==> config.mk <==
export PLATFORM = sky130hd
export DESIGN_NAME = cpu_schedule_simulator
export DESIGN_NICKNAME = d
export VERILOG_FILES = /design/src/rtl/core/css_pkg.sv /design/src/rtl/core/css_ram.sv /design/src/rtl/core/cpu_schedule_simulator.sv
export SDC_FILE = /design/constraint.sdc
export NUM_CORES = 2
export LEC_CHECK = 0
export ABC_AREA = 1
export BUFFER_PORTS_ARGS = -buffer_cell sky130_fd_sc_hd__buf_2
export CAP_MARGIN = 25
export CORE_MARGIN = 5
export CORE_UTILIZATION = 50
export CTS_BUF_LIST = sky130_fd_sc_hd__clkbuf_16
export DETAILED_ROUTE_END_ITERATION = 12
export HOLD_SLACK_MARGIN = 0.12
export PLACE_DENSITY = 0.72
export SYNTH_ARGS = -nofsm -noshare
export SYNTH_HDL_FRONTEND = slang
export SYNTH_SLANG_ARGS = --single-unit
export TNS_END_PERCENT = 5
==> constraint.sdc <==
create_clock -name i_clk -period 7.7 [get_ports i_clk]
set_input_delay 1.155 -clock i_clk [delete_from_list [all_inputs] [get_ports i_clk]]
set_output_delay 1.155 -clock i_clk [all_outputs]
set_load 0.05 [all_outputs]
==> src/rtl/core/css_pkg.sv <==
// Package for the CPU schedule simulator: payload structs, policy codes, constants.
// No dependencies.
`timescale 1ns / 1ps
package css_pkg;
    localparam int MAX_PROCS_DEF = 32;
    localparam int TW = 22;

    typedef enum logic [1:0] {
        POL_FCFS = 2'd0,
        POL_SJF  = 2'd1,
        POL_PRIO = 2'd2,
        POL_RR   = 2'd3
    } t_policy;

    localparam logic [1:0] REG_MODE    = 2'd0;
    localparam logic [1:0] REG_QUANTUM = 2'd1;

    typedef struct packed {
        logic [15:0] arrival_time;
        logic [15:0] burst_time;
        logic [7:0]  priority_level;
        logic        last_record;
    } t_in_item;

    typedef struct packed {
        logic [4:0]    process_index;
        logic [TW-1:0] completion_time;
        logic [TW-1:0] turnaround_time;
        logic [TW-1:0] waiting_time;
        logic          overflow_flag;
        logic          last_result;
    } t_out_item;
endpackage

==> src/rtl/core/css_ram.sv <==
// Generic single-write, single-read RAM with registered read.
// No dependencies.
`timescale 1ns / 1ps
module css_ram #(
    parameter int WIDTH = 16,
    parameter int DEPTH = 32
) (
    input  logic                     i_clk,
    input  logic                     i_we,
    input  logic [$clog2(DEPTH)-1:0] i_waddr,
    input  logic [WIDTH-1:0]         i_wdata,
    input  logic [$clog2(DEPTH)-1:0] i_raddr,
    output logic [WIDTH-1:0]         o_rdata
);
    logic [WIDTH-1:0] r_mem [DEPTH];
    logic [WIDTH-1:0] r_rdata;

    always_ff @(posedge i_clk) begin
        if (i_we) begin
            r_mem[i_waddr] <= i_wdata;
        end
        r_rdata <= r_mem[i_raddr];
    end
    assign o_rdata = r_rdata;
endmodule

==> src/rtl/core/cpu_schedule_simulator.sv <==
// Top level of the CPU schedule simulator: APB registers, record store and scheduling
// sequencer. Depends on css_pkg and css_ram.
`timescale 1ns / 1ps
// Records load one per cycle while input ready is high. On the record marked last the
// block runs the schedule. Setup does one read and one write per stored process. Each
// decision is one scan over the stored processes through a shared comparator: a read
// and a compare state per process, then a decision state. There is one decision per
// process plus idle jumps (FCFS/SJF/priority), or one per quantum slice plus idle
// jumps (round robin). Then one result per process is presented in load order via a
// read, a wait and a compute state; compute waits for the output register. Input ready
// is low from the last record until the final result is loaded into the output register.
module cpu_schedule_simulator #(
    parameter int MAX_PROCS = css_pkg::MAX_PROCS_DEF
) (
    input  logic                i_clk,
    input  logic                i_rst_n,
    input  logic                i_valid,
    output logic                o_ready,
    input  css_pkg::t_in_item   i_data,
    output logic                o_valid,
    input  logic                i_ready,
    output css_pkg::t_out_item  o_data,
    input  logic                psel,
    input  logic                penable,
    input  logic                pwrite,
    input  logic [2:0]          paddr,
    input  logic [31:0]         pwdata,
    output logic [31:0]         prdata,
    output logic                pready
);
    localparam int AW = $clog2(MAX_PROCS);
    localparam int CW = $clog2(MAX_PROCS + 1);
    localparam int TW = css_pkg::TW;
    localparam int KW = TW + 1;
    localparam int EW = 16 + 16 + 8;

    typedef enum logic [3:0] {
        S_LOAD, S_INIT, S_SRD, S_SCMP, S_DEC, S_ORD, S_OWAIT, S_OCALC, S_OOUT
    } t_state;

    t_state r_state;
    logic [1:0]  r_mode;
    logic [15:0] r_quantum;
    logic [CW-1:0] r_count;
    logic          r_ovf;
    logic [TW-1:0] r_now;
    logic [MAX_PROCS-1:0] r_done;
    logic [AW-1:0] r_idx;
    logic [CW-1:0] r_left;
    logic [AW-1:0] r_best;
    logic          r_found, r_any;
    logic [KW-1:0] r_next;
    logic [EW-1:0] r_bent;
    logic [KW-1:0] r_bkey;
    logic [15:0]   r_brem;
    logic          r_ovalid;
    css_pkg::t_out_item r_odata;

    // static record store, dynamic state store and completion time store
    logic          st_we, dy_we;
    logic [AW-1:0] st_wa, dy_wa, rd_a;
    logic [EW-1:0] st_wd, st_rd;
    logic [KW+16-1:0] dy_wd, dy_rd;
    logic [TW-1:0] cm_wd, cm_rd;
    logic          cm_we;

    css_ram #(.WIDTH(EW), .DEPTH(MAX_PROCS)) u_rec (
        .i_clk, .i_we(st_we), .i_waddr(st_wa), .i_wdata(st_wd), .i_raddr(rd_a),
        .o_rdata(st_rd));
    css_ram #(.WIDTH(KW + 16), .DEPTH(MAX_PROCS)) u_dyn (
        .i_clk, .i_we(dy_we), .i_waddr(dy_wa), .i_wdata(dy_wd), .i_raddr(rd_a),
        .o_rdata(dy_rd));
    css_ram #(.WIDTH(TW), .DEPTH(MAX_PROCS)) u_cmp (
        .i_clk, .i_we(cm_we), .i_waddr(r_best), .i_wdata(cm_wd), .i_raddr(rd_a),
        .o_rdata(cm_rd));

    wire [15:0] e_arr = st_rd[EW-1 -: 16];
    wire [15:0] e_bst = st_rd[23:8];
    wire [7:0]  e_pri = st_rd[7:0];
    wire [KW-1:0] e_key = dy_rd[KW+15:16];
    wire [15:0]   e_rem = dy_rd[15:0];
    wire [15:0] b_arr = r_bent[EW-1 -: 16];
    wire [15:0] b_bst = r_bent[23:8];
    wire [7:0]  b_pri = r_bent[7:0];
    wire rr = (r_mode == css_pkg::POL_RR);
    wire [15:0] q = (r_quantum == 16'd0) ? 16'd1 : r_quantum;
    wire [AW-1:0] last_idx = AW'(r_count - CW'(1));
    wire [1:0] reg_idx = {1'b0, paddr[2]};

    // shared compare unit
    logic [KW-1:0] e_when;
    logic          e_rdy, e_beats;
    always_comb begin
        e_when = rr ? KW'((e_key + KW'(1)) >> 1) : KW'(e_arr);
        e_rdy  = rr ? ({e_key} <= {r_now, 1'b1}) : (TW'(e_arr) <= r_now);
        unique case (css_pkg::t_policy'(r_mode))
            css_pkg::POL_SJF:  e_beats = (e_bst != b_bst) ? (e_bst < b_bst) : (e_arr < b_arr);
            css_pkg::POL_PRIO: e_beats = (e_pri != b_pri) ? (e_pri < b_pri) : (e_arr < b_arr);
            css_pkg::POL_RR:   e_beats = (e_key != r_bkey) ? (e_key < r_bkey)
                                                           : (e_arr < b_arr);
            default:           e_beats = e_arr < b_arr;
        endcase
    end

    wire [15:0] slice = (r_brem <= q) ? r_brem : q;
    wire [TW-1:0] adv = rr ? TW'(slice) : TW'(b_bst);
    wire [TW-1:0] now_adv = r_now + adv;
    wire [15:0] rem_new = r_brem - slice;
    wire acc_in = i_valid && o_ready;
    wire [TW-1:0] tat = cm_rd - TW'(e_arr);
    wire out_load = (r_state == S_OCALC) && (!r_ovalid || i_ready);

    always_comb begin
        st_we = acc_in && (r_count < CW'(MAX_PROCS));
        st_wa = AW'(r_count);
        st_wd = {i_data.arrival_time, i_data.burst_time, i_data.priority_level};
        dy_we = 1'b0;
        dy_wa = r_idx;
        dy_wd = {KW'({e_arr, 1'b0}), e_bst};
        cm_we = 1'b0;
        cm_wd = now_adv;
        rd_a  = r_idx;
        if (r_state == S_INIT) begin
            dy_we = 1'b1;
            dy_wa = r_idx;
        end
        if (r_state == S_DEC && r_found) begin
            dy_we = rr;
            dy_wa = r_best;
            dy_wd = {KW'({now_adv, 1'b1}), rem_new};
            cm_we = !rr || (rem_new == 16'd0);
        end
    end

    // S_INIT needs record data at r_idx: handled by a pre-read step flagged by r_ipre
    logic r_ipre;

    always_ff @(posedge i_clk) begin
        if (!i_rst_n) begin
            r_state <= S_LOAD; r_mode <= 2'd0; r_quantum <= 16'd1;
            r_count <= '0; r_ovf <= 1'b0; r_ovalid <= 1'b0; r_done <= '0;
            r_ipre <= 1'b0; r_idx <= '0;
        end else begin
            if (psel && penable && pwrite) begin
                if (reg_idx == css_pkg::REG_MODE) r_mode <= pwdata[1:0];
                else r_quantum <= pwdata[15:0];
            end
            if (out_load) r_ovalid <= 1'b1;
            else if (i_ready) r_ovalid <= 1'b0;
            unique case (r_state)
                S_LOAD: if (acc_in) begin
                    if (r_count < CW'(MAX_PROCS)) r_count <= r_count + CW'(1);
                    else r_ovf <= 1'b1;
                    if (i_data.last_record) begin
                        r_idx <= '0; r_ipre <= 1'b1; r_state <= S_INIT;
                        r_now <= '0; r_done <= '0;
                    end
                end
                S_INIT: begin
                    // cycle with r_ipre=1 waits for read data of r_idx
                    if (r_ipre) r_ipre <= 1'b0;
                    else if (r_idx == last_idx) begin
                        r_idx <= '0; r_left <= r_count; r_state <= S_SRD;
                        r_found <= 1'b0; r_any <= 1'b0;
                    end else begin
                        r_idx <= r_idx + AW'(1); r_ipre <= 1'b1;
                    end
                end
                S_SRD: r_state <= S_SCMP;
                S_SCMP: begin
                    if (!r_done[r_idx]) begin
                        if (!r_any || e_when < r_next) r_next <= e_when;
                        r_any <= 1'b1;
                        if (e_rdy && (!r_found || e_beats)) begin
                            r_best <= r_idx; r_bent <= st_rd; r_bkey <= e_key;
                            r_brem <= e_rem; r_found <= 1'b1;
                        end
                    end
                    if (r_idx == last_idx) r_state <= S_DEC;
                    else begin r_idx <= r_idx + AW'(1); r_state <= S_SRD; end
                end
                S_DEC: begin
                    if (!r_found) r_now <= TW'(r_next);
                    else begin
                        r_now <= now_adv;
                        if (!rr || rem_new == 16'd0) begin
                            r_done[r_best] <= 1'b1;
                            r_left <= r_left - CW'(1);
                        end
                    end
                    r_idx <= '0; r_found <= 1'b0; r_any <= 1'b0;
                    if (r_found && (!rr || rem_new == 16'd0) && r_left == CW'(1))
                        r_state <= S_ORD;
                    else r_state <= S_SRD;
                end
                S_ORD: r_state <= S_OWAIT;
                S_OWAIT: r_state <= S_OCALC;
                S_OCALC: begin
                    if (out_load) begin
                        r_odata.process_index   <= 5'(r_idx);
                        r_odata.completion_time <= cm_rd;
                        r_odata.turnaround_time <= tat;
                        r_odata.waiting_time    <= tat - TW'(e_bst);
                        r_odata.overflow_flag   <= r_ovf;
                        r_odata.last_result     <= (r_idx == last_idx);
                        if (r_idx == last_idx) begin
                            r_state <= S_LOAD; r_count <= '0; r_ovf <= 1'b0;
                            r_done <= '0;
                        end else begin
                            r_idx <= r_idx + AW'(1); r_state <= S_ORD;
                        end
                    end
                end
                default: r_state <= S_LOAD;
            endcase
        end
    end

    assign o_ready = (r_state == S_LOAD);
    assign o_valid = r_ovalid;
    assign o_data  = r_odata;
    assign pready  = 1'b1;
    assign prdata  = (reg_idx == css_pkg::REG_QUANTUM) ? {16'd0, r_quantum}
                                                       : {30'd0, r_mode};
endmodule
After elaboration in Yosys (flattened, before gate mapping)
Memory sizes are Yosys's and may differ from the RTL's. A register that Yosys moved wholly into a read port is not among the register bits. Index checks and enable logic that the tools add are counted.

Add/subtract/negate cells: 9. $lt $le $gt $ge: 12. Eq/ne operators: 27. Mux-type cells: 80. Bitwise logic cells: 3. Reductions and logical operators: 45.

Operator list (number): 32-bit 2-to-1 mux (6); 32-bit case mux with 3 select lines (1); 22-bit 2-to-1 mux (4); 16-bit 2-to-1 mux (4); 6-bit 2-to-1 mux (8); 22-bit case mux with 2 select lines (1); 22-bit by 16-bit subtractor with 22-bit output (2); 39-bit 2-to-1 mux (1); 5-bit 2-to-1 mux (7); 16-bit logical NOT (2); 16-bit < comparator (2); 32-bit bitwise OR (1); 4-bit case mux with 8 select lines (1); 1-bit 2-to-1 mux (29); 5-bit case mux with 5 select lines (1); 5-bit AND reduction (5); 6-bit case mux with 2 select lines (2); 23-bit by 1-bit adder with 23-bit output (second input constant) (1); 23-bit less-or-equal comparator (1); 22-bit by 23-bit < comparator with 1-bit output (1); 23-bit < comparator (1); 23-bit inequality test (1); 22-bit by 16-bit adder with 22-bit output (1); 16-bit by 22-bit less-or-equal comparator with 1-bit output (1); 41 further kinds (92).

Bits in registers: 278. Memory bits (writable): 3232. Input bits: 83. Output and inout port bits: 108. Memories kept: 3.

Memories: u_rec.r_mem (words 32, width 40, read ports 1, clocked after memory_dff 1, wr ports 1, line css_ram.sv:15) `logic [WIDTH-1:0] r_mem [DEPTH];`; u_dyn.r_mem (words 32, width 39, read ports 1, clocked after memory_dff 1, wr ports 1, line css_ram.sv:15); u_cmp.r_mem (words 32, width 22, read ports 1, clocked after memory_dff 1, wr ports 1, line css_ram.sv:15).

Depth between registers and ports, before layout
Depth in word-level cells: 11. Mapped depth: 37. Mapped depth without buffers: 36.

Cells and area by module
Synthesis repeated with hierarchy kept, for this count alone.

Cell total of the unflattened synthesis: 13392. Area, all modules: 150888.5 µm².

By module, submodules not included: css_ram at u_rec (times used 1, cells an instance 4407, area an instance 52402.8 µm², sequential area each 39237.6 µm²); css_ram at u_dyn (times used 1, cells an instance 4298, area an instance 50960.1 µm², sequential area each 38256.7 µm²); css_ram at u_cmp (times used 1, cells an instance 2446, area an instance 28900.2 µm², sequential area each 21580.7 µm²); cpu_schedule_simulator (times used 1, cells an instance 2241, area an instance 18625.4 µm², sequential area each 7617.3 µm²).

Least setup slack after synthesis
OpenSTA, ideal clock, no wires.

Kind: input to register. From: input i_rst_n. To: register r_odata, in the netlist o_data[0] (enable). Library setup time: 0.594 ns. Arrival time: 6.218 ns. Setup slack: 0.888 ns. Stages on the path: 2. Path buffers: 0. Path through: inv_1 nor3_1.

Longest elaborated chain between the ends: 1.

Ends and longest elaborated chain: from (decl) (line cpu_schedule_simulator.sv:16) `input logic i_rst_n,`; 3-bit AND reduction (no source line); to (decl) (line cpu_schedule_simulator.sv:57) `css_pkg::t_out_item r_odata;`.

No other way between the ends. A chain may end at the register's enable or synchronous reset.

Worst setup path in the final report
From: register r_quantum[15]. To: memory u_cmp.r_mem[7][10] (netlist bit) (enable).

Longest elaborated chain between the ends: 10.

Ends and longest elaborated chain: from (decl) (line cpu_schedule_simulator.sv:43) `logic [15:0] r_quantum;`; from (signal assigned) (line cpu_schedule_simulator.sv:146) `else r_quantum <= pwdata[15:0];`; 16-bit logical NOT (line cpu_schedule_simulator.sv:86) `wire [15:0] q = (r_quantum == 16'd0) ? 16'd1 : r_quantum;`; 16-bit 2-to-1 mux * (line cpu_schedule_simulator.sv:86); 16-bit less-or-equal comparator (line cpu_schedule_simulator.sv:105) `wire [15:0] slice = (r_brem <= q) ? r_brem : q;`; 16-bit 2-to-1 mux * (line cpu_schedule_simulator.sv:105); 16-bit subtractor * (line cpu_schedule_simulator.sv:108) `wire [15:0] rem_new = r_brem - slice;`; 16-bit logical NOT * (line cpu_schedule_simulator.sv:131) `cm_we = !rr || (rem_new == 16'd0);`; 1-bit logical OR * (line cpu_schedule_simulator.sv:131); 1-bit 2-to-1 mux * (line cpu_schedule_simulator.sv:127) `if (r_state == S_DEC && r_found) begin`; 1-bit 2-to-1 mux * (line css_ram.sv:19) `if (i_we) begin`; 1-bit 2-to-1 mux (not written as such) * (line css_ram.sv:20) `r_mem[i_waddr] <= i_wdata;`; to (decl) (line css_ram.sv:15).

Every way passes the cells marked *; elsewhere a longest branch is shown, timed or not.

==> flow_summary.ini <==
[outcome]
status = complete, no violations

[setup_path]
critical_path_class = register to register
critPathMaxFanout = 32
worstPathArrival_ps = 7100
reg2reg_from = r_quantum[15]
worstReg2RegEnd = u_cmp.r_mem[7][10]
startpoint = r_quantum[15]
end_kind = register
startpoint_type = register
cpPeakStageDelay_ps = 610
crit_slowest_cell = nand2_2
regToRegSetupSlack_ps = 1180
rr_worst_depth = 31
required_ps = 8290
crit_path_frequent_cell = nand2_1

[placement]
post-place-ws_ps = 1210
place.gp.congestion = 0.908
portBuffers = 155
dp.cells = 14850
dp_hpwl_mm = 229

[final_layout]
drive_above_1_share_pct = 9.82
num-fill-cells = 22342
final_cell_count_no_fill = 15549
multi_input_area_sq_um = 35200
regArea_sq_um = 107000
syn2layout_area_growth_pct = 12.3
fin_util_pct = 56.2
finalNetCount = 11621

[route]
vias = 97988
wl_per_cell_um = 27.2
dr.pass1.iters = 6
drc = 0
wl_met1_mm = 158
routed_via_density = 6.30
wl_met3_mm = 49.5
wl_mm = 424
first_iter_violations = 14138
ant_nets = 0
top_layer = met5
wl_met2_mm = 197

[cts]
clk_latency_ps = 950
cts_setup_buffers = 0
cts_resized = 0
cts_tree = done
cts_buffer_depth = 4
cts_max_level = 5
clkSlewWorstSetupHoldPaths_ps = 70
cts_buffers = 364
root_buffer = clkbuf_16
cts_sinks = 3609
postCtsHoldBufs = 0

[timing]
whs_ps = 416
clock.fmax_ghz = 0.153
slew_viol_final = 0
relSlewSlack_pct = 9.44
finClkSkew_ps = 93.0
final_hold_viol_count = 0
layout_min_cycle_time_ps = 6520
finalCritPeriodShare_pct = 84.6
worstMarginPinSlew_ps = 1360
rsz0062_at_grt = false
setup_tns_ps = 0
worst_slack_ps = 1180
setup_viol_count_final = 0

[synth]
async_flop_share_pct = 0
ys_top_cells_by_area = edfxtp_1, o21ai_0, nor2_1
synth_largest_area_cell = edfxtp_1
avgSynthCellArea_sq_um = 12.9
yosys_warnings = 0
synth_commonest_cells = edfxtp_1, nor2_1, o21ai_0
synth_area_sq_um = 145000
synth-seq-cells = 3609
ys.flop_type = edfxtp_1
yosysMostFrequentCell = edfxtp_1
synth_top_area_share_pct = 71.0
synth-edff-count = 3441
yosysUniqueCellTypes = 64
syn-instance-count = 11287
synth-seq-area-share_pct = 73.3

[power]
clockPowerShare_pct = 31.2
power.internal_uw = 37300
p_switching_uw = 17400
p_per_area_nw_per_um2 = 335
swShare_pct = 31.9
seqPwrFrac_pct = 45.7
leakage_uw = 0.0546
peakVddDrop_uv = 312
combPwrFrac_pct = 23.0

[global_routing]
antenna_found_initial = 26
globalRouteOverflowTotal = 0
grt_first_pass_wirelength_mm = 612
grt_max_degree = 185
grt_pass1_vias = 94143
grt_usage_pct = 27.0

[min_path]
hold_end = r_brem[2]
hold_depth = 0
hp-start = u_dyn.o_rdata[2]
hold_path_class = register to register

[die]
floorplan.initialDensity_pct = 50.1
die_area_sq_um = 302000
rows = 198
die_w_um = 549
fp.dieH_um = 549
coreArea_sq_um = 290000
io_pins = 191

[job]
maxCapViolCount = 0
[per-stage QoR]
step	area (sq um)	total power, uW
3_3_place_gp	151000	36900
2_1_floorplan	146000	32800
3_5_place_dp	152000	37700
4_1_cts	163000	54600
5_1_grt	163000	56800
6_report	163000	54700
[layout by cell type, fill, tap and decap left out, types with 15 or more instances in the layout]
| cell | n |
|---|---|
| a211oi_1 | 21 |
| a21oi_1 | 253 |
| a21oi_2 | 34 |
| a221oi_1 | 55 |
| a31oi_1 | 44 |
| a32oi_1 | 41 |
| buf_12 | 33 |
| buf_16 | 16 |
| buf_2 | 156 |
| buf_4 | 188 |
| bufinv_16 | 27 |
| clkbuf_16 | 370 |
| clkinv_1 | 94 |
| clkinv_2 | 52 |
| conb_1 | 17 |
| dfxtp_1 | 164 |
| diode_2 | 19 |
| edfxtp_1 | 3441 |
| ha_1 | 208 |
| inv_1 | 469 |
| nand2_1 | 599 |
| nand3_1 | 200 |
| nand4_1 | 82 |
| nor2_1 | 1906 |
| nor2_2 | 17 |
| nor2_4 | 67 |
| nor3_1 | 68 |
| nor3_2 | 36 |
| nor4_1 | 15 |
| o211ai_1 | 39 |
| o21ai_0 | 1824 |
| o21ai_2 | 37 |
| o221ai_1 | 249 |
| o22ai_1 | 565 |
| xnor2_1 | 16 |
| xor2_1 | 36 |
[worst max-delay path: cells and delay by family (launching register included)]
| kind | cells | cell delay [ps] |
|---|---|---|
| compound gates | 2 | 720 |
| flops | 1 | 360 |
| simple gates | 22 | 3450 |
| xor+xnor | 1 | 230 |
| fa+ha+maj | 3 | 870 |
| buf+inv | 3 | 490 |
[layout make-up]
type                            instances  share of cell area [%]
Clock buffer                          370                    5.67
Clock inverter                        301                    1.37
Tap cell                             3900                    2.99
Inverter                              393                   0.929
Sequential cell                      3609                    65.3
Multi-Input combinational cell       6554                    21.6
Antenna cell                           19                  0.0291
Timing Repair Buffer                  403                    2.11
[registers in the layout (all words and copies together) (netlist names), 2 cells and up]
| name | count |
|---|---|
| r_bent | 40 |
| r_now | 22 |
| r_done | 32 |
| r_next | 22 |
| r_brem | 16 |
| r_best | 5 |
| u_cmp.r_mem | 704 |
| r_idx | 5 |
| u_dyn.o_rdata | 39 |
| u_cmp.o_rdata | 22 |
| u_rec.r_mem | 1280 |
| r_count | 6 |
| r_bkey | 23 |
| r_state | 3 |
| u_rec.o_rdata | 40 |
| u_dyn.r_mem | 1248 |
| r_mode | 2 |
| r_left | 6 |
| r_quantum | 16 |
| o_data | 73 |
[per-layer routing]
metal	vias to the layer above	global-route usage (%)
met5	-	0
met4	10	11.5
met3	1020	6.03
met2	6319	42.7
met1	48462	36.4
li1	42177	-
[worst max path at each step]
| stage | depth (start not counted) | endpoint | slack [ps] |
|---|---|---|---|
| 2_1_floorplan | 2 | o_data[0] | 890 |
| 3_3_place_gp | 31 | u_cmp.r_mem[19][15] | 1200 |
| 3_5_place_dp | 31 | u_cmp.r_mem[7][3] | 1210 |
| 4_1_cts | 31 | u_cmp.r_mem[7][10] | 1190 |
| 5_1_grt | 31 | u_cmp.r_mem[18][18] | 680 |
| 6_report | 31 | u_cmp.r_mem[7][10] | 1180 |
[kinds of logic after synthesis]
| kind of cell | synth area share [%] |
|---|---|
| compound gates | 12.9 |
| xor+xnor | 0.432 |
| fa+ha+maj | 1.85 |
| buf+inv | 3.13 |
| flops | 73.3 |
| other cells | 0.00516 |
| simple gates | 8.37 |
[power groups by stage]
stage          registers, uW  logic, uW  clock network [uW]
6_report               25000      12600               17100
5_1_grt                25000      13700               18100
4_1_cts                25000      12400               17200
3_5_place_dp           25400      12300                   0
3_3_place_gp           25400      11500                   0
2_1_floorplan          24900       7880                   0
(Power assumes the default switching activity.)
